[config.mk]
export PLATFORM = sky130hd
export DESIGN_NAME = utf8_json_string_escaper_flat
export DESIGN_NICKNAME = d
export VERILOG_FILES = /design/src/hw/rtl/jsesc_pkg.sv /design/src/hw/rtl/jsesc_req_if.sv /design/src/hw/rtl/jsesc_rsp_if.sv /design/src/hw/rtl/utf8_json_string_escaper.sv /design/src/flat_wrapper.sv
export SDC_FILE = /design/constraint.sdc
export NUM_CORES = 1
export LEC_CHECK = 0
export BUFFER_PORTS_ARGS = -buffer_cell sky130_fd_sc_hd__buf_4
export CAP_MARGIN = 5
export CORE_ASPECT_RATIO = 1.75
export CORE_UTILIZATION = 46
export DETAILED_ROUTE_END_ITERATION = 8
export GPL_TIMING_DRIVEN = 0
export HOLD_SLACK_MARGIN = 0.03
export PLACE_DENSITY = 0.65
export SLEW_MARGIN = 20
export SYNTH_ARGS = -nofsm -noshare
export SYNTH_HDL_FRONTEND = slang
export SYNTH_SLANG_ARGS = --single-unit
[constraint.sdc]
create_clock -name clock -period 11.5 [get_ports clock]
set_input_delay 1.15 -clock clock [delete_from_list [all_inputs] [get_ports clock]]
set_output_delay 1.15 -clock clock [all_outputs]
set_load 0.02 [all_outputs]
[src/hw/rtl/jsesc_pkg.sv]
// ============================================================================
// JSON string escaper package
// Shared widths, state and emission codes, ASCII constants and the hex
// digit function of the UTF-8 JSON string escaper.
// ============================================================================
package jsesc_pkg;

   localparam int ByteW    = 8;
   localparam int CharW    = 7;
   localparam int WordW    = 16;
   localparam int BufDepth = 4;
   localparam int BufIdxW  = $clog2(BufDepth);
   localparam int BufCntW  = $clog2(BufDepth + 1);
   localparam int StepW    = 3;

   localparam logic [StepW-1:0] HexLastStep = 3'd5;

   localparam logic [CharW-1:0] CH_BSLASH = 7'h5C;
   localparam logic [CharW-1:0] CH_QUOTE  = 7'h22;
   localparam logic [CharW-1:0] CH_U      = 7'h75;
   localparam logic [CharW-1:0] CH_B      = 7'h62;
   localparam logic [CharW-1:0] CH_F      = 7'h66;
   localparam logic [CharW-1:0] CH_N      = 7'h6E;
   localparam logic [CharW-1:0] CH_R      = 7'h72;
   localparam logic [CharW-1:0] CH_T      = 7'h74;

   localparam logic [ByteW-1:0] BYTE_QUOTE  = 8'h22;
   localparam logic [ByteW-1:0] BYTE_BSLASH = 8'h5C;
   localparam logic [ByteW-1:0] BYTE_BS     = 8'h08;
   localparam logic [ByteW-1:0] BYTE_FF     = 8'h0C;
   localparam logic [ByteW-1:0] BYTE_LF     = 8'h0A;
   localparam logic [ByteW-1:0] BYTE_CR     = 8'h0D;
   localparam logic [ByteW-1:0] BYTE_TAB    = 8'h09;
   localparam logic [ByteW-1:0] BYTE_SPACE  = 8'h20;
   localparam logic [ByteW-1:0] BYTE_DEL    = 8'h7F;

   localparam logic [WordW-1:0] REPLACEMENT = 16'hFFFD;
   localparam logic [WordW-1:0] SURR_HIGH   = 16'hD800;
   localparam logic [WordW-1:0] SURR_LOW    = 16'hDC00;
   localparam logic [20:0]      PLANE1_BASE = 21'h10000;
   localparam logic [20:0]      CODE_MAX    = 21'h10FFFF;

   typedef enum logic [3:0] {
      ST_IDLE   = 4'b0001,
      ST_FEED   = 4'b0010,
      ST_EMIT   = 4'b0100,
      ST_FINISH = 4'b1000
   } state_type;

   typedef enum logic [1:0] {
      EM_CHAR,
      EM_ESC,
      EM_HEX
   } emit_kind_type;

   function automatic logic [CharW-1:0] hex_char(input logic [3:0] nib);
      if (nib < 4'd10) begin
         return 7'h30 + {3'b000, nib};
      end else begin
         return 7'h37 + {3'b000, nib};
      end
   endfunction

endpackage

[src/hw/rtl/jsesc_req_if.sv]
// ============================================================================
// JSON escaper request channel
// Valid/ready channel that carries one string byte and its end flag.
// ============================================================================
interface jsesc_req_if;
   import jsesc_pkg::*;

   logic             valid;
   logic             ready;
   logic [ByteW-1:0] in_byte;
   logic             string_end;

   modport source (output valid, output in_byte, output string_end, input ready);
   modport sink   (input valid, input in_byte, input string_end, output ready);
endinterface

[src/hw/rtl/jsesc_rsp_if.sv]
// ============================================================================
// JSON escaper response channel
// Valid/ready channel that carries one escaped ASCII character and flags.
// ============================================================================
interface jsesc_rsp_if;
   import jsesc_pkg::*;

   logic             valid;
   logic             ready;
   logic [CharW-1:0] out_char;
   logic             run_last;
   logic             string_done;

   modport source (output valid, output out_char, output run_last, output string_done,
                   input ready);
   modport sink   (input valid, input out_char, input run_last, input string_done,
                   output ready);
endinterface

[src/hw/rtl/utf8_json_string_escaper.sv]
// ============================================================================
// UTF-8 JSON string escaper
// Takes string bytes one transaction at a time and returns the JSON-escaped
// form as ASCII characters, one character per response transaction.
// ============================================================================
// One request transaction is worked off by a small sequencer: it examines
// each byte (new, held or replayed after a rejected sequence, and each
// cut-short lead flushed at the string end), produces each output character
// from a single shift-and-hex character unit, stalling while the output
// side is full, and closes in a finish state. The request side is not
// ready while a transaction is in work; the last character waits in an
// output register, so the next request can be taken before it is consumed.
module utf8_json_string_escaper (
   input  logic        clock,
   input  logic        reset,
   jsesc_req_if.sink   req_chan,
   jsesc_rsp_if.source rsp_chan
);
   import jsesc_pkg::*;

   state_type            state_ff, state_in;
   logic [ByteW-1:0]     buf_ff [BufDepth];
   logic [ByteW-1:0]     buf_in [BufDepth];
   logic [BufCntW-1:0]   cnt_ff, cnt_in;
   logic [BufIdxW-1:0]   held_ff, held_in;
   logic [2:0]           elen_ff, elen_in;
   logic                 end_ff, end_in;
   emit_kind_type        kind_ff, kind_in;
   logic [CharW-1:0]     em_char_ff, em_char_in;
   logic [WordW-1:0]     em_word_ff, em_word_in;
   logic [WordW-1:0]     em_word2_ff, em_word2_in;
   logic                 em_pair_ff, em_pair_in;
   logic [StepW-1:0]     em_step_ff, em_step_in;
   logic                 stage_v_ff, stage_v_in;
   logic [CharW-1:0]     stage_char_ff, stage_char_in;
   logic                 out_v_ff, out_v_in;
   logic [CharW-1:0]     out_char_ff, out_char_in;
   logic                 out_last_ff, out_last_in;
   logic                 out_done_ff, out_done_in;

   logic [ByteW-1:0]     cur_byte;
   logic [2:0]           held_next;
   logic                 cont1, cont2, cont3;
   logic [10:0]          cp2;
   logic [15:0]          cp3;
   logic [20:0]          cp4;
   logic [20:0]          cp4_off;
   logic                 judge_ok;
   logic                 out_free;
   logic                 gen_ok;
   logic                 gen_fire;
   logic [CharW-1:0]     gen_char;
   logic                 out_load;
   logic                 do_shift;
   logic [2:0]           shift_amt;

   assign cur_byte  = buf_ff[held_ff];
   assign held_next = {1'b0, held_ff} + 3'd1;
   assign cont1     = buf_ff[1][7:6] == 2'b10;
   assign cont2     = buf_ff[2][7:6] == 2'b10;
   assign cont3     = buf_ff[3][7:6] == 2'b10;
   assign cp2       = {buf_ff[0][4:0], buf_ff[1][5:0]};
   assign cp3       = {buf_ff[0][3:0], buf_ff[1][5:0], buf_ff[2][5:0]};
   assign cp4       = {buf_ff[0][2:0], buf_ff[1][5:0], buf_ff[2][5:0], buf_ff[3][5:0]};
   assign cp4_off   = cp4 - PLANE1_BASE;

   always_comb begin
      case (elen_ff)
         3'd2:    judge_ok = cont1 && (buf_ff[0][4:1] != 4'd0);
         3'd3:    judge_ok = cont1 && cont2 && (cp3 >= 16'h0800)
                             && (cp3[15:11] != 5'b11011);
         default: judge_ok = cont1 && cont2 && cont3 && (cp4 >= PLANE1_BASE)
                             && (cp4 <= CODE_MAX);
      endcase
   end

   assign out_free = !out_v_ff || rsp_chan.ready;
   assign gen_ok   = !stage_v_ff || out_free;

   assign req_chan.ready       = state_ff == ST_IDLE;
   assign rsp_chan.valid       = out_v_ff;
   assign rsp_chan.out_char    = out_char_ff;
   assign rsp_chan.run_last    = out_last_ff;
   assign rsp_chan.string_done = out_done_ff;

   always_comb begin
      state_in      = state_ff;
      buf_in        = buf_ff;
      cnt_in        = cnt_ff;
      held_in       = held_ff;
      elen_in       = elen_ff;
      end_in        = end_ff;
      kind_in       = kind_ff;
      em_char_in    = em_char_ff;
      em_word_in    = em_word_ff;
      em_word2_in   = em_word2_ff;
      em_pair_in    = em_pair_ff;
      em_step_in    = em_step_ff;
      stage_v_in    = stage_v_ff;
      stage_char_in = stage_char_ff;
      out_char_in   = out_char_ff;
      out_last_in   = out_last_ff;
      out_done_in   = out_done_ff;
      gen_fire      = 1'b0;
      gen_char      = CH_BSLASH;
      out_load      = 1'b0;
      do_shift      = 1'b0;
      shift_amt     = 3'd1;

      unique case (state_ff)
         ST_IDLE: begin
            if (req_chan.valid) begin
               buf_in[cnt_ff[BufIdxW-1:0]] = req_chan.in_byte;
               cnt_in   = cnt_ff + 1'b1;
               end_in   = req_chan.string_end;
               state_in = ST_FEED;
            end
         end

         ST_FEED: begin
            em_step_in = '0;
            em_pair_in = 1'b0;
            if ({1'b0, held_ff} < cnt_ff) begin
               if (held_ff == '0) begin
                  do_shift = 1'b1;
                  state_in = ST_EMIT;
                  kind_in  = EM_ESC;
                  case (cur_byte)
                     BYTE_QUOTE:  em_char_in = CH_QUOTE;
                     BYTE_BSLASH: em_char_in = CH_BSLASH;
                     BYTE_BS:     em_char_in = CH_B;
                     BYTE_FF:     em_char_in = CH_F;
                     BYTE_LF:     em_char_in = CH_N;
                     BYTE_CR:     em_char_in = CH_R;
                     BYTE_TAB:    em_char_in = CH_T;
                     default: begin
                        if (cur_byte < BYTE_SPACE || cur_byte == BYTE_DEL) begin
                           kind_in    = EM_HEX;
                           em_word_in = {8'h00, cur_byte};
                        end else if (cur_byte < BYTE_DEL) begin
                           kind_in    = EM_CHAR;
                           em_char_in = cur_byte[CharW-1:0];
                        end else if (cur_byte[7:5] == 3'b110) begin
                           do_shift = 1'b0;
                           state_in = ST_FEED;
                           held_in  = 2'd1;
                           elen_in  = 3'd2;
                        end else if (cur_byte[7:4] == 4'b1110) begin
                           do_shift = 1'b0;
                           state_in = ST_FEED;
                           held_in  = 2'd1;
                           elen_in  = 3'd3;
                        end else if (cur_byte[7:3] == 5'b11110) begin
                           do_shift = 1'b0;
                           state_in = ST_FEED;
                           held_in  = 2'd1;
                           elen_in  = 3'd4;
                        end else begin
                           kind_in    = EM_HEX;
                           em_word_in = REPLACEMENT;
                        end
                     end
                  endcase
               end else if (held_next == elen_ff) begin
                  do_shift = 1'b1;
                  state_in = ST_EMIT;
                  kind_in  = EM_HEX;
                  held_in  = '0;
                  elen_in  = '0;
                  if (!judge_ok) begin
                     em_word_in = REPLACEMENT;
                  end else if (elen_ff == 3'd2) begin
                     shift_amt  = 3'd2;
                     em_word_in = {5'd0, cp2};
                  end else if (elen_ff == 3'd3) begin
                     shift_amt  = 3'd3;
                     em_word_in = cp3;
                  end else begin
                     shift_amt   = 3'd4;
                     em_word_in  = SURR_HIGH | {6'd0, cp4_off[19:10]};
                     em_word2_in = SURR_LOW | {6'd0, cp4_off[9:0]};
                     em_pair_in  = 1'b1;
                  end
               end else begin
                  held_in = held_next[BufIdxW-1:0];
               end
            end else if (end_ff && held_ff != '0) begin
               do_shift   = 1'b1;
               state_in   = ST_EMIT;
               kind_in    = EM_HEX;
               em_word_in = REPLACEMENT;
               held_in    = '0;
               elen_in    = '0;
            end else begin
               state_in = ST_FINISH;
            end
         end

         ST_EMIT: begin
            if (gen_ok) begin
               gen_fire   = 1'b1;
               em_step_in = em_step_ff + 1'b1;
               case (kind_ff)
                  EM_CHAR: begin
                     gen_char = em_char_ff;
                     state_in = ST_FEED;
                  end
                  EM_ESC: begin
                     if (em_step_ff == '0) begin
                        gen_char = CH_BSLASH;
                     end else begin
                        gen_char = em_char_ff;
                        state_in = ST_FEED;
                     end
                  end
                  EM_HEX: begin
                     if (em_step_ff == '0) begin
                        gen_char = CH_BSLASH;
                     end else if (em_step_ff == 3'd1) begin
                        gen_char = CH_U;
                     end else begin
                        gen_char   = hex_char(em_word_ff[WordW-1:WordW-4]);
                        em_word_in = {em_word_ff[WordW-5:0], 4'h0};
                        if (em_step_ff == HexLastStep) begin
                           if (em_pair_ff) begin
                              em_word_in = em_word2_ff;
                              em_pair_in = 1'b0;
                              em_step_in = '0;
                           end else begin
                              state_in = ST_FEED;
                           end
                        end
                     end
                  end
                  default: begin
                     gen_char = em_char_ff;
                     state_in = ST_FEED;
                  end
               endcase
            end
         end

         ST_FINISH: begin
            if (!stage_v_ff) begin
               state_in = ST_IDLE;
            end else if (out_free) begin
               out_load    = 1'b1;
               out_char_in = stage_char_ff;
               out_last_in = 1'b1;
               out_done_in = end_ff;
               stage_v_in  = 1'b0;
               state_in    = ST_IDLE;
            end
         end

         default: state_in = ST_IDLE;
      endcase

      if (gen_fire) begin
         if (stage_v_ff) begin
            out_load    = 1'b1;
            out_char_in = stage_char_ff;
            out_last_in = 1'b0;
            out_done_in = 1'b0;
         end
         stage_v_in    = 1'b1;
         stage_char_in = gen_char;
      end

      if (do_shift) begin
         for (int i = 0; i < BufDepth; i++) begin
            logic [2:0] pos;
            pos = 3'(i) + shift_amt;
            if (pos < 3'(BufDepth)) begin
               buf_in[i] = buf_ff[pos[BufIdxW-1:0]];
            end
         end
         cnt_in = cnt_ff - shift_amt;
      end

      if (out_load) begin
         out_v_in = 1'b1;
      end else if (rsp_chan.ready) begin
         out_v_in = 1'b0;
      end else begin
         out_v_in = out_v_ff;
      end
   end

   always_ff @(posedge clock) begin
      if (reset) begin
         state_ff   <= ST_IDLE;
         cnt_ff     <= '0;
         held_ff    <= '0;
         elen_ff    <= '0;
         stage_v_ff <= 1'b0;
         out_v_ff   <= 1'b0;
      end else begin
         state_ff   <= state_in;
         cnt_ff     <= cnt_in;
         held_ff    <= held_in;
         elen_ff    <= elen_in;
         stage_v_ff <= stage_v_in;
         out_v_ff   <= out_v_in;
      end
   end

   always_ff @(posedge clock) begin
      buf_ff        <= buf_in;
      end_ff        <= end_in;
      kind_ff       <= kind_in;
      em_char_ff    <= em_char_in;
      em_word_ff    <= em_word_in;
      em_word2_ff   <= em_word2_in;
      em_pair_ff    <= em_pair_in;
      em_step_ff    <= em_step_in;
      stage_char_ff <= stage_char_in;
      out_char_ff   <= out_char_in;
      out_last_ff   <= out_last_in;
      out_done_ff   <= out_done_in;
   end

   a_held_within_buffer: assert property (@(posedge clock) disable iff (reset)
      {1'b0, held_ff} <= cnt_ff)
      else $error("held bytes exceed buffered bytes");

   a_idle_stage_empty: assert property (@(posedge clock) disable iff (reset)
      state_ff == ST_IDLE |-> !stage_v_ff)
      else $error("character left in stage at end of transaction");

   a_done_is_last: assert property (@(posedge clock) disable iff (reset)
      (rsp_chan.valid && rsp_chan.string_done) |-> rsp_chan.run_last)
      else $error("string end flagged on a character that is not last");

   a_emit_step_range: assert property (@(posedge clock) disable iff (reset)
      state_ff == ST_EMIT |-> em_step_ff <= HexLastStep)
      else $error("emit step out of range");

endmodule
[src/flat_wrapper.sv]
// flat-port wrapper written by rule: the top's interface ports become plain ports
module utf8_json_string_escaper_flat import jsesc_pkg::*;
  (clock, reset, req_chan_valid, req_chan_in_byte, req_chan_string_end, req_chan_ready, rsp_chan_valid, rsp_chan_out_char, rsp_chan_run_last, rsp_chan_string_done, rsp_chan_ready);
  jsesc_req_if req_chan_i ();
  jsesc_rsp_if rsp_chan_i ();
  input  logic clock;
  input  logic reset;
  input wire logic [$bits(req_chan_i.valid)-1:0] req_chan_valid;
  input wire logic [$bits(req_chan_i.in_byte)-1:0] req_chan_in_byte;
  input wire logic [$bits(req_chan_i.string_end)-1:0] req_chan_string_end;
  output wire logic [$bits(req_chan_i.ready)-1:0] req_chan_ready;
  output wire logic [$bits(rsp_chan_i.valid)-1:0] rsp_chan_valid;
  output wire logic [$bits(rsp_chan_i.out_char)-1:0] rsp_chan_out_char;
  output wire logic [$bits(rsp_chan_i.run_last)-1:0] rsp_chan_run_last;
  output wire logic [$bits(rsp_chan_i.string_done)-1:0] rsp_chan_string_done;
  input wire logic [$bits(rsp_chan_i.ready)-1:0] rsp_chan_ready;
  assign req_chan_i.valid = req_chan_valid;
  assign req_chan_i.in_byte = req_chan_in_byte;
  assign req_chan_i.string_end = req_chan_string_end;
  assign req_chan_ready = req_chan_i.ready;
  assign rsp_chan_valid = rsp_chan_i.valid;
  assign rsp_chan_out_char = rsp_chan_i.out_char;
  assign rsp_chan_run_last = rsp_chan_i.run_last;
  assign rsp_chan_string_done = rsp_chan_i.string_done;
  assign rsp_chan_i.ready = rsp_chan_ready;
  utf8_json_string_escaper u_core (.clock(clock), .reset(reset), .req_chan(req_chan_i), .rsp_chan(rsp_chan_i));
endmodule
# After elaboration in Yosys (flattened, before gate mapping)
# Index checks and enable logic that the tools add are counted.
# op_classes
bitwise_logic	9
n_reduce_logical	38
n_eq_ne	51
mux	173
order_cmp	18
addsub	10
# op_table
operator	n
$mux W16	19
$mux W8	15
$mux W32	3
$mux W3	27
$bmux W8 S2	5
$mux W7	11
$mux W4	18
$pmux W7 S7	1
$mux W1	45
$eq A8 B4 Y1 const B	5
$mux W2	20
$bwmux W32	1
$pmux W16 S2	1
$ne A5 B5 Y1 const B	6
$ne A3 B3 Y1 const B	9
$ge A21 B17 Y1 const B	1
$le A21 B21 Y1 const B	1
$sub A20 B17 Y20 const B	1
$ge A3 B3 Y1 const B	6
$not A2 Y3	6
$demux W8 S2	1
$eq A8 B7 Y1 const B	2
$ge A16 B12 Y1 const B	1
$pmux W4 S4	1
51 further kinds	93
# word_totals
register_bits	102

# Longest topological paths before layout
# Gate-level depths: netlist (run 1).
# depth
depth_word	18
mapped_depth	16
ltp_nobuf	14

# Least setup slack after synthesis (run 1)
# OpenSTA, ideal clock, no wires.
# synth_path
path_kind	register to register
from	register u_core.held_ff[0]
to	register u_core.buf_ff[17] (netlist name)
synth_period_minus_slack_ns	3.675
path_stages_with_launch	15
required_time_ns	11.379
path_slack_ns	7.825
path_buffers	4
t_arrival_ns	3.555
path_cell_list	dfxtp_1 -> buf_6 -> inv_1 -> ha_1 -> xnor2_1 -> nand3_1 -> nor4_1 -> and2_1 -> buf_4 -> buf_6 -> inv_1 -> ha_1 -> clkbuf_1 -> mux4_2 -> mux2_2
# synth_rtl
item	line_no	text
start: declaration	utf8_json_string_escaper.sv:25	logic [BufIdxW-1:0] held_ff, held_in;
start signal: assignment	utf8_json_string_escaper.sv:301	held_ff <= held_in;
end signal: assignment	utf8_json_string_escaper.sv:309	buf_ff <= buf_in;
end: declaration	utf8_json_string_escaper.sv:22	logic [ByteW-1:0] buf_ff [BufDepth];

==> reports/results.txt, run 1 <==
final RePlAce weighted congestion: 0.967
fill cell instance count of the final layout: 1335
worst slack, placed: 6840 ps
Post-Synthesis Cell Area: 6760 um^2
final number of setup-violating endpoints: 0
floorplan row count: 58
Worst-Skew Late Latency: 360 ps
post-CTS setup repair buffer count: 0
post-synthesis area per instance: 9.78 um^2
CTS tree: done
worst-case setup margin in the final layout: 6830 ps
HPWL Detailed: 15300 um
global-route usage over all layers: 27.5%
leakage dissipation: 2.80 nW
Final Cell Area: 7480 um^2
Worst R2R Path Depth: 13
net total in the final layout: 757
layout cells sized above 1: 19.3%
number of nets in the synthesized netlist: 721
final non-filler cell total: 912
number of enable flip-flop cells after synthesis: 55
count of distinct cell types in the synthesized netlist: 69
ANT nets after route: 0
Post-Route Utilization: 52.1%
Required @ worst endpoint: 11750 ps
nature of the critical path startpoint: flop
CORE AREA: 14400 um^2
number of clock sinks: 102
library cell occupying the most area in the post-synthesis netlist: sky130_fd_sc_hd__edfxtp_1
maximum level of the CTS H-tree: 3
final total power: 1.45 mW
worst slew slack as a fraction of its limit: 39.2%
async set-or-reset flop fraction in the synthesized netlist: 0%
Diodes inserted: 0
largest net degree at the start of global routing: 17
synthesis-to-layout area growth: 10.7%
top cells by area in the synthesized netlist: sky130_fd_sc_hd__edfxtp_1 (24%), sky130_fd_sc_hd__dfxtp_1 (14%), sky130_fd_sc_hd__mux4_2 (6.7%)
initial antenna violation count: 0
max-slew violation total from the final report: 0
Tmin final: 4670 ps
clock buffer count from CTS: 9
Hold Worst Slack: 432 ps
Worst Max-Slew Pin Slew: 907 ps
vias per cell: 6.15
CP endpoint kind: flop
cts repair resizes: 0
vias in the first global route: 5808
die boundary height: 162 um
drt first-iter violations: 313
maximum count of clock buffers along a single path: 2
part of the cycle the worst path needs: 40.6%
area used by sequential logic in the layout: 2590 um^2
final hold violation count: 0
total number of vias: 5609
unrepaired setup endpoints after global routing: no
global-route wire length before repair: 31200 um
DRT Pass-1 Iters: 5
kind of critical path: flop to flop
Remaining Overflow, GRT: 0
I/O Buffers: 23
Peak Freq: 214 MHz
residual DRC count: 0
sequential-to-total area share from yosys stat: 38.4%
top cell type's share of synthesized area: 24.4%
crit path DAT: 4910 ps
starting utilization of the core area: 47.0%
total cell area at the placement stage: 7180 um^2
power density over the cells: 194 nW/um^2
routed len/inst: 21.7 um
count of hold-fix buffers inserted at cts: 0
total area of multi-input combinational cells: 3870 um^2
depth of the worst hold-timing path: 0
Synth Warn #: 0
number of maximum-capacitance violations: 0
sum of routed wire length over all layers: 19800 um
Post-Syn Instances: 691
flip-flop and latch count after synthesis: 102
I/O pin count: 24
accumulated negative setup slack: 0 ps
cell count after placement: 896
total die area: 15200 um^2
Crit Path Max Fanout: 10
run status: completed
final clock skew: 10.5 ps
clock-pin transition on the worst setup and hold timing paths: 70 ps
Main synth FF type: sky130_fd_sc_hd__edfxtp_1
width of the die: 93.6 um
cell at the root of the clock tree: sky130_fd_sc_hd__clkbuf_16
class of the tightest hold or removal check: flop to flop
VDD IR max: 0.122 mV
## kinds of logic after synthesis
| family | synth area share, % |
|---|---|
| muxes | 19.2 |
| buffers and inverters | 4.72 |
| xor gates and xnor gates | 0.908 |
| AOI/OAI and AO/OA | 15.2 |
| and+or+nand+nor | 18.2 |
| DFF | 38.4 |
| adders and majority gates | 3.26 |
## critical path: stages, from the launching register on
cell and delay [ps]:
sky130_fd_sc_hd__dfxtp_1 410, sky130_fd_sc_hd__buf_6 210, sky130_fd_sc_hd__inv_1 90, sky130_fd_sc_hd__ha_1 340, sky130_fd_sc_hd__xnor2_1 150, sky130_fd_sc_hd__nand3_1 220, sky130_fd_sc_hd__nor4_1 720, sky130_fd_sc_hd__nand2_1 350
sky130_fd_sc_hd__nor2_1 290, sky130_fd_sc_hd__buf_4 240, sky130_fd_sc_hd__ha_1 330, sky130_fd_sc_hd__clkbuf_1 520, sky130_fd_sc_hd__mux4_2 400, sky130_fd_sc_hd__mux2_2 270
## state kept, by name (all words and copies together) (netlist names), named ones only
name / cells
u_core.buf_ff: 32
u_core.em_word_ff: 16
u_core.held_ff: 2
u_core.state_ff: 4
u_core.stage_v_ff: 1
u_core.elen_ff: 3
u_core.stage_char_ff: 7
u_core.rsp_chan.string_done: 1
u_core.em_word2_ff: 10
u_core.em_pair_ff: 1
u_core.em_char_ff: 7
u_core.cnt_ff: 3
u_core.kind_ff: 2
u_core.em_step_ff: 3
u_core.rsp_chan.valid: 1
u_core.end_ff: 1
## cells in the mapped netlist, types with 4 or more instances
cell type / instances
sky130_fd_sc_hd__nor2_1: 74
sky130_fd_sc_hd__nand2_1: 61
sky130_fd_sc_hd__edfxtp_1: 55
sky130_fd_sc_hd__dfxtp_1: 47
sky130_fd_sc_hd__mux2i_1: 41
sky130_fd_sc_hd__mux2_2: 39
sky130_fd_sc_hd__a21oi_1: 35
sky130_fd_sc_hd__inv_1: 25
sky130_fd_sc_hd__o21ai_0: 23
sky130_fd_sc_hd__clkbuf_1: 22
sky130_fd_sc_hd__mux4_2: 20
sky130_fd_sc_hd__nand3_1: 17
sky130_fd_sc_hd__ha_1: 16
sky130_fd_sc_hd__nor2b_1: 14
sky130_fd_sc_hd__a211oi_1: 13
sky130_fd_sc_hd__buf_2: 12
sky130_fd_sc_hd__a21o_1: 10
sky130_fd_sc_hd__and2_1: 10
sky130_fd_sc_hd__nand2b_1: 10
sky130_fd_sc_hd__nor3_1: 10
sky130_fd_sc_hd__nor4_1: 8
sky130_fd_sc_hd__o22ai_1: 8
sky130_fd_sc_hd__a31oi_1: 6
sky130_fd_sc_hd__and3_1: 6
sky130_fd_sc_hd__nand4_1: 6
sky130_fd_sc_hd__nor4b_1: 6
sky130_fd_sc_hd__o211ai_1: 6
sky130_fd_sc_hd__o22a_1: 5
sky130_fd_sc_hd__o31ai_1: 5
sky130_fd_sc_hd__or3_1: 5
sky130_fd_sc_hd__buf_6: 4
sky130_fd_sc_hd__o21ai_1: 4
sky130_fd_sc_hd__xnor2_1: 4
## layer usage
metal	global-route usage [%]	wire length (um)
met5	0	0
met4	19.5	1400
met3	3.00	655
met2	51.2	10900
met1	27.7	6860
## power by group
part	switching, mW	total (mW)	internal, mW
registers	0.0787	0.542	0.463
clock network	0.141	0.310	0.169
logic	0.344	0.600	0.256
## layout make-up
class	instances	area share [%]
Multi-Input combinational cell	519	51.7
Sequential cell	102	34.7
Clock buffer	10	3.06
Tap cell	180	3.01
Buffer	44	2.96
Timing Repair Buffer	25	2.51
Inverter	26	1.30
Clock inverter	6	0.820
## cells in the final DEF (no fill, tap or decap), drive strengths merged, types with 6 or more instances in the layout
cell and n:
nand3 17, o31ai 6, o22ai 8, edfxtp 55, buf 44, a21oi 37, nand2 61, a31oi 6
nor2b 14, dfxtp 47, ha 16, o21ai 27, nor4 8, nor3 12, mux4 20, nand2b 10
mux2 39, clkbuf 35, nor4b 6, inv 27, and3 6, nand4 6, nor2 74, o211ai 6
and2 10, a211oi 13, mux2i 41, a21o 10
## final timing paths
| path | to | slack [ps] | startpoint |
|---|---|---|---|
| setup / recovery | u_core.buf_ff[21]$_DFF_P_ | 6830 | u_core.held_ff[0]$_SDFFE_PP0P_ |
| hold / removal | u_core.em_word2_ff[8]$_DFFE_PP_ | 430 | u_core.buf_ff[10]$_DFF_P_ |
| setup reg to reg | u_core.buf_ff[21]$_DFF_P_ | 6830 | u_core.held_ff[0]$_SDFFE_PP0P_ |
| hold reg to reg | u_core.em_word2_ff[8]$_DFFE_PP_ | 430 | u_core.buf_ff[10]$_DFF_P_ |
(Power assumes the default switching activity.)
==> inputs of run 2 (changes only) <==
Settings changed: ABC_AREA set to 1.
Clock period 11.5 ns to 4.5 ns, I/O delays scaled along.
==> reports/results.txt, run 2 <==
sequential-to-total area share from yosys stat: 36.8%
Net Sw Frac: 46.7%
vias per cell: 5.76
Worst Hold Launch: req_chan_string_end
Synth Warn #: 0
final clock skew: 10.1 ps
largest net degree at the start of global routing: 19
layout cells sized above 1: 11.5%
number of clock sinks: 102
max-slew violation total from the final report: 0
Post-Syn Instances: 1001
CP Buf/Inv Count: 6
Post-Synthesis Cell Area: 7040 um^2
async set-or-reset flop fraction in the synthesized netlist: 0%
kind of critical path: flop to flop
number of nets in the synthesized netlist: 1031
sequential share of power: 36.2%
number of flip-flops in the largest register: 32
final number of setup-violating endpoints: 0
Worst R2R Path Depth: 19
I/O Buffers: 22
Reg2Reg Capture Point: u_core.buf_ff[5]$_DFF_P_
Peak Freq: 236 MHz
CP endpoint kind: flop
final hold violation count: 0
total area of multi-input combinational cells: 3770 um^2
initial antenna violation count: 0
highest-delay cell along the critical path: sky130_fd_sc_hd__dfxtp_1
maximum count of clock buffers along a single path: 2
width of the die: 95.5 um
commonest non-fill, non-tap cells in the layout: sky130_fd_sc_hd__nand2_1 (300), sky130_fd_sc_hd__inv_1 (99), sky130_fd_sc_hd__nand3_1 (85)
part of the cycle the worst path needs: 94.0%
Worst Max-Slew Pin Slew: 833 ps
vias in the first global route: 6845
HPWL Detailed: 18700 um
total die area: 15800 um^2
share of total power in the clock network: 19.3%
Diodes inserted: 0
depth of the worst hold-timing path: 1
launch point of the worst reg-to-reg path: u_core.buf_ff[21]$_DFF_P_
flip-flop and latch count after synthesis: 102
net total in the final layout: 1066
switching component of the power: 1.87 mW
top cell type's share of synthesized area: 23.4%
CTS tree: done
leading cell type in the layout, fill and taps excluded: sky130_fd_sc_hd__nand2_1
Crit Path Max Fanout: 10
Tmin final: 4230 ps
DRT Pass-1 Iters: 6
crit path DAT: 4440 ps
combinational fraction of design power: 44.5%
delay-heaviest family, CP: buffers and inverters
Remaining Overflow, GRT: 0
area used by sequential logic in the layout: 2590 um^2
largest registers: u_core.buf_ff (32), u_core.em_word_ff (16), u_core.em_word2_ff (10)
global-route usage over all layers: 31.4%
drt first-iter violations: 511
ANT nets after route: 0
top-count cell post-synth: sky130_fd_sc_hd__nand2_1
power density over the cells: 518 nW/um^2
count of distinct cell types in the synthesized netlist: 49
cell internal pwr: 2.14 mW
accumulated negative setup slack: 0 ps
cell at the root of the clock tree: sky130_fd_sc_hd__clkbuf_16
register with the highest flop count: u_core.buf_ff
floorplan row count: 59
synthesis-to-layout area growth: 10.0%
global-route wire length before repair: 36700 um
number of enable flip-flop cells after synthesis: 55
maximum level of the CTS H-tree: 3
Worst-Skew Late Latency: 360 ps
reg-to-reg setup timing slack: 270 ps
VDD IR max: 0.266 mV
count of hold-fix buffers inserted at cts: 0
CORE AREA: 14900 um^2
clock buffer count from CTS: 9
fill cell instance count of the final layout: 1515
Hold Worst Slack: 262 ps
residual DRC count: 0
sum of routed wire length over all layers: 23900 um
crit-path max cell delay: 520 ps
I/O pin count: 24
final RePlAce weighted congestion: 0.985
post-CTS setup repair buffer count: 0
worst slew slack as a fraction of its limit: 44.3%
top cells by area in the synthesized netlist: sky130_fd_sc_hd__edfxtp_1 (23%), sky130_fd_sc_hd__nand2_1 (16%), sky130_fd_sc_hd__dfxtp_1 (13%)
leakage dissipation: 3.51 nW
unrepaired setup endpoints after global routing: no
Required @ worst endpoint: 4710 ps
post-synthesis area per instance: 7.04 um^2
library cell occupying the most area in the post-synthesis netlist: sky130_fd_sc_hd__edfxtp_1
most used cell along the critical path: sky130_fd_sc_hd__nand2_1
Main synth FF type: sky130_fd_sc_hd__edfxtp_1
endpoint of the worst hold-timing path: u_core.end_ff$_DFFE_PP_
total number of vias: 7048
starting utilization of the core area: 47.2%
crit-path cells: inv_1, ha_1, nand4_1, nor2_1, nand3_1, nand2_1, nand2_1, nand2_4, nand3_4, buf_2, inv_1, ha_1, clkbuf_1, inv_1, clkbuf_1, nand3_1, nand2_1, nand2_1, nand2_1
class of the tightest hold or removal check: primary input to flop
clock-pin transition on the worst setup and hold timing paths: 80 ps
number of maximum-capacitance violations: 0
run status: completed
die boundary height: 166 um
cts repair resizes: 0
routed len/inst: 19.5 um
nature of the critical path startpoint: flop
Post-synth top cells: sky130_fd_sc_hd__nand2_1 (300), sky130_fd_sc_hd__inv_1 (99), sky130_fd_sc_hd__nand3_1 (85), sky130_fd_sc_hd__nor2_1 (71)
[run 2: routing by layer]
metal | vias to the layer above | part of all wire [%] | track usage [%]
met5 | - | 0 | 0
met3 | 118 | 5.4 | 4.41
met1 | 3201 | 34 | 30.0
met4 | 0 | 7.9 | 23.0
li1 | 3442 | - | -
met2 | 287 | 53 | 58.0
[run 2: stage by stage]
step | instance area [um^2] | instances | setup slack (ps) | power (mW) | utilization (%)
after floorplan | 7040 | 1001 | 1450 | 2.64 | -
after global placement | 7440 | 1206 | 210 | 3.18 | 49.9
after detailed placement | 7460 | 1208 | 383 | 3.19 | 50.1
after CTS | 7750 | 1224 | 341 | 3.96 | 52.0
after global routing | 7750 | 1224 | 120 | 4.26 | 52.0
final | 7750 | 1224 | 271 | 4.01 | 52.0
[run 2: worst register-to-register path, stage by stage, from the launching register on]
cell and delay [ps]:
sky130_fd_sc_hd__dfxtp_1 520, sky130_fd_sc_hd__inv_1 290, sky130_fd_sc_hd__ha_1 270, sky130_fd_sc_hd__nand4_1 90
sky130_fd_sc_hd__nor2_1 50, sky130_fd_sc_hd__nand3_1 70, sky130_fd_sc_hd__nand2_1 210, sky130_fd_sc_hd__nand2_1 220
sky130_fd_sc_hd__nand2_4 110, sky130_fd_sc_hd__nand3_4 120, sky130_fd_sc_hd__buf_2 290, sky130_fd_sc_hd__inv_1 80
sky130_fd_sc_hd__ha_1 270, sky130_fd_sc_hd__clkbuf_1 410, sky130_fd_sc_hd__inv_1 310, sky130_fd_sc_hd__clkbuf_1 350
sky130_fd_sc_hd__nand3_1 190, sky130_fd_sc_hd__nand2_1 60, sky130_fd_sc_hd__nand2_1 60, sky130_fd_sc_hd__nand2_1 120
[run 2: power groups by stage]
stage	clock network [mW]	logic, mW	registers, mW
global route	0.809	1.99	1.46
finish	0.776	1.79	1.45
global placement	0	1.73	1.45
detailed placement	0	1.73	1.46
floorplan	0	1.28	1.36
CTS	0.783	1.74	1.44
[run 2: kinds of logic after synthesis]
logic type,count (synthesis),synth area share [%]
buffers and inverters,159,9.86
adder cells (fa/ha/maj),17,3.13
flip-flops,102,36.8
XOR/XNOR,7,1.08
AO/OA/AOI/OAI,180,14.5
AND/OR/NAND/NOR,536,34.6
[run 2: worst max-delay path by stage]
stage | startpoint | to | slack (ps) | depth (start not counted)
floorplan | u_core.buf_ff[21]$_DFF_P_ | u_core.em_word2_ff[0]$_DFFE_PP_ | 1450 | 12
global placement | u_core.state_ff[1]$_SDFFE_PP0P_ | u_core.em_word_ff[0]$_DFFE_PP_ | 210 | 7
detailed placement | u_core.held_ff[1]$_SDFFE_PP0P_ | u_core.buf_ff[5]$_DFF_P_ | 380 | 17
CTS | u_core.held_ff[1]$_SDFFE_PP0P_ | u_core.buf_ff[5]$_DFF_P_ | 340 | 17
global route | u_core.held_ff[1]$_SDFFE_PP0P_ | u_core.buf_ff[5]$_DFF_P_ | 120 | 17
finish | u_core.buf_ff[21]$_DFF_P_ | u_core.buf_ff[5]$_DFF_P_ | 270 | 19
[run 2: layout make-up]
type,instances,share of cell area (%)
sequential,102,33.5
buffer,40,3.20
inverter,119,5.76
clock buffer,10,2.95
timing repair buffer,24,2.34
clock inverter,6,0.710
tap,183,2.95
multi-input combinational,740,48.6
==> inputs of run 3 (changes only) <==
Settings changed: CORE_MARGIN set to 2.
==> reports/results.txt, run 3 (synthesis gave the netlist of run 2 again) <==
final RePlAce weighted congestion: 1.02
routed len/inst: 19.7 um
unrepaired setup endpoints after global routing: no
final number of setup-violating endpoints: 0
floorplan row count: 59
area used by sequential logic in the layout: 2590 um^2
largest registers: u_core.buf_ff (32), u_core.em_word_ff (16), u_core.em_word2_ff (10)
Crit Path Max Fanout: 10
Diodes inserted: 0
I/O Buffers: 22
Required @ worst endpoint: 4810 ps
Tmin final: 4000 ps
fill cell instance count of the final layout: 1568
starting utilization of the core area: 47.2%
count of hold-fix buffers inserted at cts: 0
global-route wire length before repair: 37500 um
width of the die: 97.5 um
post-CTS setup repair buffer count: 0
ANT nets after route: 0
register with the highest flop count: u_core.buf_ff
synthesis-to-layout area growth: 10.1%
crit path DAT: 4310 ps
sum of routed wire length over all layers: 24100 um
HPWL Detailed: 18800 um
CORE AREA: 14900 um^2
top layer in use: met4
initial antenna violation count: 0
vias per cell: 5.72
Remaining Overflow, GRT: 0
total die area: 16400 um^2
drt first-iter violations: 527
worst-case setup margin in the final layout: 499 ps
part of the cycle the worst path needs: 88.9%
residual DRC count: 0
commonest non-fill, non-tap cells in the layout: sky130_fd_sc_hd__nand2_1 (300), sky130_fd_sc_hd__inv_1 (99), sky130_fd_sc_hd__nand3_1 (85)
CP endpoint kind: flop
DRT Pass-1 Iters: 6
I/O pin count: 24
VDD IR max: 0.306 mV
cts repair resizes: 0
worst slew slack as a fraction of its limit: 39.7%
clock-pin transition on the worst setup and hold timing paths: 80 ps
Worst-Skew Late Latency: 370 ps
maximum count of clock buffers along a single path: 2
Peak Freq: 250 MHz
Met3 Routed Length: 1320 um
total area of multi-input combinational cells: 3770 um^2
net total in the final layout: 1066
total number of vias: 7002
power density over the cells: 519 nW/um^2
Worst Max-Slew Pin Slew: 901 ps
global-route usage over all layers: 29.9%
clock buffer count from CTS: 9
class of the tightest hold or removal check: primary input to flop
maximum level of the CTS H-tree: 3
kind of critical path: flop to flop
leakage dissipation: 3.52 nW
largest net degree at the start of global routing: 20
final clock skew: 13.6 ps
total cell area at the placement stage: 7460 um^2
CTS tree: done
number of flip-flops in the largest register: 32
die boundary height: 168 um
leading cell type in the layout, fill and taps excluded: sky130_fd_sc_hd__nand2_1
worst slack, placed: 562 ps
accumulated negative setup slack: 0 ps
Met2 Wirelength: 12700 um
number of clock sinks: 102
met1 WL: 7960 um
layout cells sized above 1: 11.6%
Final Cell Area: 7760 um^2
vias in the first global route: 7006
max-slew violation total from the final report: 0
run status: completed
number of maximum-capacitance violations: 0
nature of the critical path startpoint: flop
cell at the root of the clock tree: sky130_fd_sc_hd__clkbuf_16
final hold violation count: 0
==> run 3: per-stage QoR <==
| step | power, mW | std cells | hold slack (ps) | util [%] |
|---|---|---|---|---|
| after CTS | 3.97 | 1224 | 258 | 52.0 |
| after detailed placement | 3.19 | 1208 | 458 | 50.1 |
| after global routing | 4.28 | 1224 | 248 | 52.0 |
| after global placement | 3.18 | 1206 | 440 | 49.9 |
| final | 4.03 | 1224 | 255 | 52.0 |
| after floorplan | 2.64 | 1001 | 430 | - |
==> run 3: per-layer routing <==
metal | GRT usage, % | vias up
li1 | - | 3439
met5 | 0 | -
met1 | 28.0 | 3155
met4 | 22.8 | 0
met2 | 56.6 | 287
met3 | 4.88 | 121
==> run 3: final timing paths <==
| check | slack, ps | end | cells past startpoint | from |
|---|---|---|---|---|
| hold / removal | 250 | u_core.end_ff$_DFFE_PP_ | 1 | req_chan_string_end |
| setup / recovery | 500 | u_core.buf_ff[6]$_DFF_P_ | 17 | u_core.held_ff[1]$_SDFFE_PP0P_ |
| setup reg to reg | 500 | u_core.buf_ff[6]$_DFF_P_ | 17 | u_core.held_ff[1]$_SDFFE_PP0P_ |
| hold reg to reg | 470 | u_core.em_word2_ff[3]$_DFFE_PP_ | 0 | u_core.buf_ff[3]$_DFF_P_ |
==> run 3: where the power goes <==
part / switching (mW) / total, mW / internal [mW]
registers: 0.252 / 1.47 / 1.21
logic: 1.23 / 1.77 / 0.539
clock network: 0.400 / 0.790 / 0.390
total: 1.88 / 4.03 / 2.14
==> run 3: cell type report <==
cell class,count,area share [%]
timing repair buffer,24,2.34
multi-input combinational,740,48.6
inverter,119,5.76
sequential,102,33.4
clock inverter,7,0.871
clock buffer,9,2.90
buffer,40,3.19
tap,183,2.95
==> run 3: worst max-delay path: stages (launching register included) <==
cell and delay (ps):
sky130_fd_sc_hd__dfxtp_1 370, sky130_fd_sc_hd__buf_4 210, sky130_fd_sc_hd__inv_2 130, sky130_fd_sc_hd__ha_1 330, sky130_fd_sc_hd__xnor2_1 280, sky130_fd_sc_hd__nand4_4 240, sky130_fd_sc_hd__nor2_8 270, sky130_fd_sc_hd__nand3_4 160
sky130_fd_sc_hd__buf_2 250, sky130_fd_sc_hd__inv_1 90, sky130_fd_sc_hd__ha_1 220, sky130_fd_sc_hd__clkbuf_1 250, sky130_fd_sc_hd__inv_1 320, sky130_fd_sc_hd__clkbuf_1 460, sky130_fd_sc_hd__nand3_1 160, sky130_fd_sc_hd__nand2_1 80
sky130_fd_sc_hd__nand2_1 50, sky130_fd_sc_hd__nand2_1 60
